--- config.mk ---
export PLATFORM = sky130hd
export DESIGN_NAME = rcs_merge
export DESIGN_NICKNAME = d
export VERILOG_FILES = /design/src/rtl/core/rcs_pkg.sv /design/src/rtl/core/rcs_merge.sv
export SDC_FILE = /design/constraint.sdc
export NUM_CORES = 1
export LEC_CHECK = 0
export BUFFER_PORTS_ARGS = -buffer_cell sky130_fd_sc_hd__buf_2
export CAP_MARGIN = 40
export CORE_AREA = 2 2 226 228
export DETAILED_ROUTE_END_ITERATION = 12
export DIE_AREA = 0 0 228 230
export PLACE_DENSITY = 0.57
export REMOVE_ABC_BUFFERS = 1
export SLEW_MARGIN = 0
export SYNTH_ARGS = -nofsm -noshare
export SYNTH_HDL_FRONTEND = slang
export SYNTH_SLANG_ARGS = --single-unit
--- constraint.sdc ---
create_clock -name vclk -period 50.5
set_clock_uncertainty 0.1 [all_clocks]
set_input_delay 2.525 -clock vclk [all_inputs]
set_output_delay 2.525 -clock vclk [all_outputs]
set_load 0.01 [all_outputs]
--- src/rtl/core/rcs_pkg.sv ---
// ----------------------------------------------------------------------------
// rcs_pkg
// Shared types and constants of the count sketch core.
// ----------------------------------------------------------------------------
package rcs_pkg;

    localparam int CNT_W   = 32;   // counter width
    localparam int SUM_W   = 35;   // row sum width
    localparam int EST_W   = 40;   // Q.8 estimate width
    localparam int QW      = SUM_W + 8; // dividend width of the Q.8 mean
    localparam int HASHES  = 8;    // hash fields carried by one word
    localparam int IN_W    = 296;  // input tdata width
    localparam int OUT_W   = 112;  // output tdata width
    localparam int MODE_W  = 3;

    localparam logic [MODE_W-1:0] MODE_ADD      = 3'd0;
    localparam logic [MODE_W-1:0] MODE_SUB      = 3'd1;
    localparam logic [MODE_W-1:0] MODE_QUERY    = 3'd2;
    localparam logic [MODE_W-1:0] MODE_COMPRESS = 3'd3;
    localparam logic [MODE_W-1:0] MODE_EXPAND   = 3'd4;
    localparam logic [MODE_W-1:0] MODE_MAX      = 3'd5;
    localparam logic [MODE_W-1:0] MODE_CLEAR    = 3'd6;
    localparam logic [MODE_W-1:0] MODE_RSVD     = 3'd7;

    typedef enum logic [2:0] {
        ST_CLR,
        ST_IDLE,
        ST_RD,
        ST_PT,
        ST_SCAN,
        ST_DIV,
        ST_OUT
    } t_state;

    typedef enum logic [2:0] {
        WS_INC,
        WS_DEC,
        WS_SUB_ACC,
        WS_ADD_DIFF,
        WS_ZERO
    } t_wsel;

    typedef enum logic [1:0] {
        ACC_MIN,
        ACC_SUM,
        ACC_MAX
    } t_acc_op;

    typedef struct packed {
        logic    wr_en;
        t_wsel   wsel;
        logic    acc_clr;
        logic    acc_en;
        t_acc_op acc_op;
    } t_lane_ctl;

endpackage

--- src/rtl/core/rcs_merge.sv ---
// ----------------------------------------------------------------------------
// rcs_merge
// Combine lanes: sum of the read counters and largest lane maximum.
// ----------------------------------------------------------------------------
module rcs_merge #(
    parameter int ROWS = 8
) (
    input  logic [rcs_pkg::CNT_W-1:0] i_data [ROWS],
    input  logic [rcs_pkg::CNT_W-1:0] i_acc  [ROWS],
    output logic [rcs_pkg::SUM_W-1:0] o_sum,
    output logic [rcs_pkg::CNT_W-1:0] o_max
);

    always_comb begin
        o_sum = '0;
        o_max = '0;
        for (int l = 0; l < ROWS; l++) begin
            o_sum = o_sum + rcs_pkg::SUM_W'(i_data[l]);
            if (i_acc[l] > o_max) o_max = i_acc[l];
        end
    end

endmodule

==> flow_metrics.py <==
metrics = {
    "status": {
        "status": "finished, final reports clean",
    },
    "pwr": {
        "vdd_ir_drop_max_v": 0.0000403,
        "p_leak_nw": 9.86,
        "power.density_nw_per_um2": 66.8,
        "finalPower_w": 0.00123,
    },
    "timing": {
        "min_period_over_period_pct": 53.3,
        "setup_slack_ns": 23.61,
        "finalHoldViolCount": 0,
        "tightest_slew_ns": 0.824,
        "grt_setup_unrepaired": "no",
        "fmax_mhz": 37.2,
        "finalSetupTns_ns": 0,
        "min_period_ns": 26.89,
        "hold_slack_ns": 5.28,
        "drv_slew": 0,
        "setup_viol": 0,
        "slew_headroom_pct": 43.6,
    },
    "grt": {
        "grt.met1_usage_pct": 23.9,
        "top_usage_layer": "met2",
        "grt_util_met3_pct": 4.39,
        "antenna_found_initial": 28,
        "use_met2_pct": 36.5,
        "grt_max_degree": 70,
        "grt_pass1_wl_mm": 82.4,
        "track_usage_pct": 20.1,
        "grt_pass1_vias": 14899,
        "globalRouteOverflowTotal": 0,
    },
    "setup_path": {
        "endpoint_kind": "output port",
        "start_kind": "input port",
        "slowest_delay_ns": 0.72,
        "cp.required_ns": 47.88,
        "path_class": "input port to output port",
        "critPathBufInv": 16,
        "cp_max_fo": 69,
        "slowest_stage": "a2111oi_0",
        "crit_path_frequent_cell": "a21oi_1",
        "arrival_ns": 24.27,
        "crit_family": "compound AO/OA/AOI/OAI gates",
    },
    "layout": {
        "area_growth_pct": 25.0,
        "seq_cells": 0,
        "clock_buffers": 0,
        "seq_area_um2": 0,
        "final_nets": 3227,
        "drive_gt1_share_pct": 31.0,
    },
    "drt": {
        "first_pass_iters": 5,
        "vias": 14350,
        "antenna_left": 0,
        "drcViolationCount": 0,
        "drt-wirelength-per-cell_um": 18.3,
        "drt_iter0_markers": 599,
        "postRouteWirelength_mm": 54.2,
        "via_per_inst": 4.85,
    },
    "placement": {
        "hpwl_mm": 50.8,
        "dp_slack_ns": 23.51,
        "place.gp.congestion": 0.978,
        "place.port_buffers": 579,
    },
    "clock_network": {
        "cts_resized": 0,
        "post_cts_buffers": 0,
        "ctsHoldBuffers": 0,
    },
    "die": {
        "initial_core_util_pct": 29.6,
        "num_rows": 82,
        "fp.coreArea_um2": 49900,
        "io_pins": 579,
        "die_area_um2": 52400,
        "die_y_um": 230,
        "dieWidth_um": 228,
    },
    "synthesis": {
        "yosysWarningCount": 0,
        "yosysSeqAreaShare_pct": 0,
        "ys_types": 76,
        "syn_avg_cell_area_um2": 8.53,
        "syn_area_um2": 14800,
        "syn_inst": 1731,
    },
    "worst_hold_path": {
        "hold_path.class": "input port to output port",
    },
    "job": {
        "drv_cap": 0,
    },
}
==> power breakdown <==
part	switching (W)	internal [W]
clock network	0	0.0000000000453
logic	0.000709	0.000523
registers	0	0
total	0.000709	0.000523
==> metrics by stage <==
stage | cells | utilization [%] | cell area, um2
2_1_floorplan | 1682 | - | 14500
3_3_place_gp | 2941 | 36.8 | 18400
3_5_place_dp | 2943 | 36.9 | 18400
4_1_cts | 2943 | 36.9 | 18400
5_1_grt | 2951 | 37.0 | 18400
6_report | 2961 | 37.0 | 18500
==> cells by family after synthesis <==
kind of cell / synth area share, %
adder cells (fa/ha/maj): 47.2
XOR/XNOR: 1.65
AND/OR/NAND/NOR: 13.9
buffers and inverters: 9.87
AO/OA/AOI/OAI: 18.0
multiplexers: 9.35
==> placed cells by master, fill, tap and decap left out, drive strengths merged, types with 6 or more instances in the layout <==
cell type,count
a211oi,10
a21o,72
a21oi,113
a311oi,31
a31oi,6
and2,6
and3,8
buf,590
diode,17
fa,191
ha,250
inv,317
mux2,32
mux2i,64
nand2,68
nand2b,28
nand3,18
nand4,43
nor2,134
nor2b,34
nor3,50
nor4,7
o21a,9
o21ai,88
o31ai,6
or3,11
xnor2,19
xor2,8
==> area by class of cell <==
type               count  area, um2
well taps            672        841
repair buffers       590       3010
inverters            317       1190
diodes                17       42.5
multi-input cells   1365      13400
fillers             5245      31400
==> final timing paths <==
check / start / slack [ns] / to / cells after the start
setup / recovery: i_acc[254] / 23.61 / o_max[15] / 103
hold / removal: i_acc[1] / 5.28 / o_max[1] / 4
==> per-layer routing <==
metal / up-vias / part of all wire (%)
met4: 10 / 2.9
met5: - / 0.11
met1: 6667 / 41
li1: 7059 / -
met2: 519 / 49
met3: 95 / 7.2
==> synth_stat cells, types with 4 or more instances <==
cell / n / area [um2]
mux2_2: 31 / 349
a311oi_2: 28 / 420
a221o_1: 4 / 40.0
mux2i_4: 30 / 676
nand4_1: 43 / 269
nor3_1: 50 / 250
inv_1: 317 / 1190
a2111oi_0: 4 / 35.0
nand3_1: 18 / 90.1
or2_2: 4 / 25.0
mux2i_1: 34 / 340
xor2_1: 8 / 70.1
a21o_1: 72 / 541
and4_1: 4 / 35.0
clkbuf_1: 29 / 109
nand2b_1: 28 / 175
nor2b_1: 34 / 213
nand2_1: 68 / 255
ha_1: 250 / 3130
a211oi_1: 8 / 60.1
o21a_1: 9 / 67.6
nor4_1: 7 / 43.8
and3_1: 8 / 50.1
fa_1: 191 / 3820
buf_2: 10 / 50.1
nor2_1: 133 / 499
a21oi_1: 112 / 561
o21ai_0: 86 / 430
xnor2_1: 18 / 158
or3_1: 10 / 62.6
a31oi_1: 5 / 31.3
a21boi_0: 4 / 30.0
o31ai_1: 5 / 37.5
and2_1: 6 / 37.5
Power figures use the tool's default switching activity.
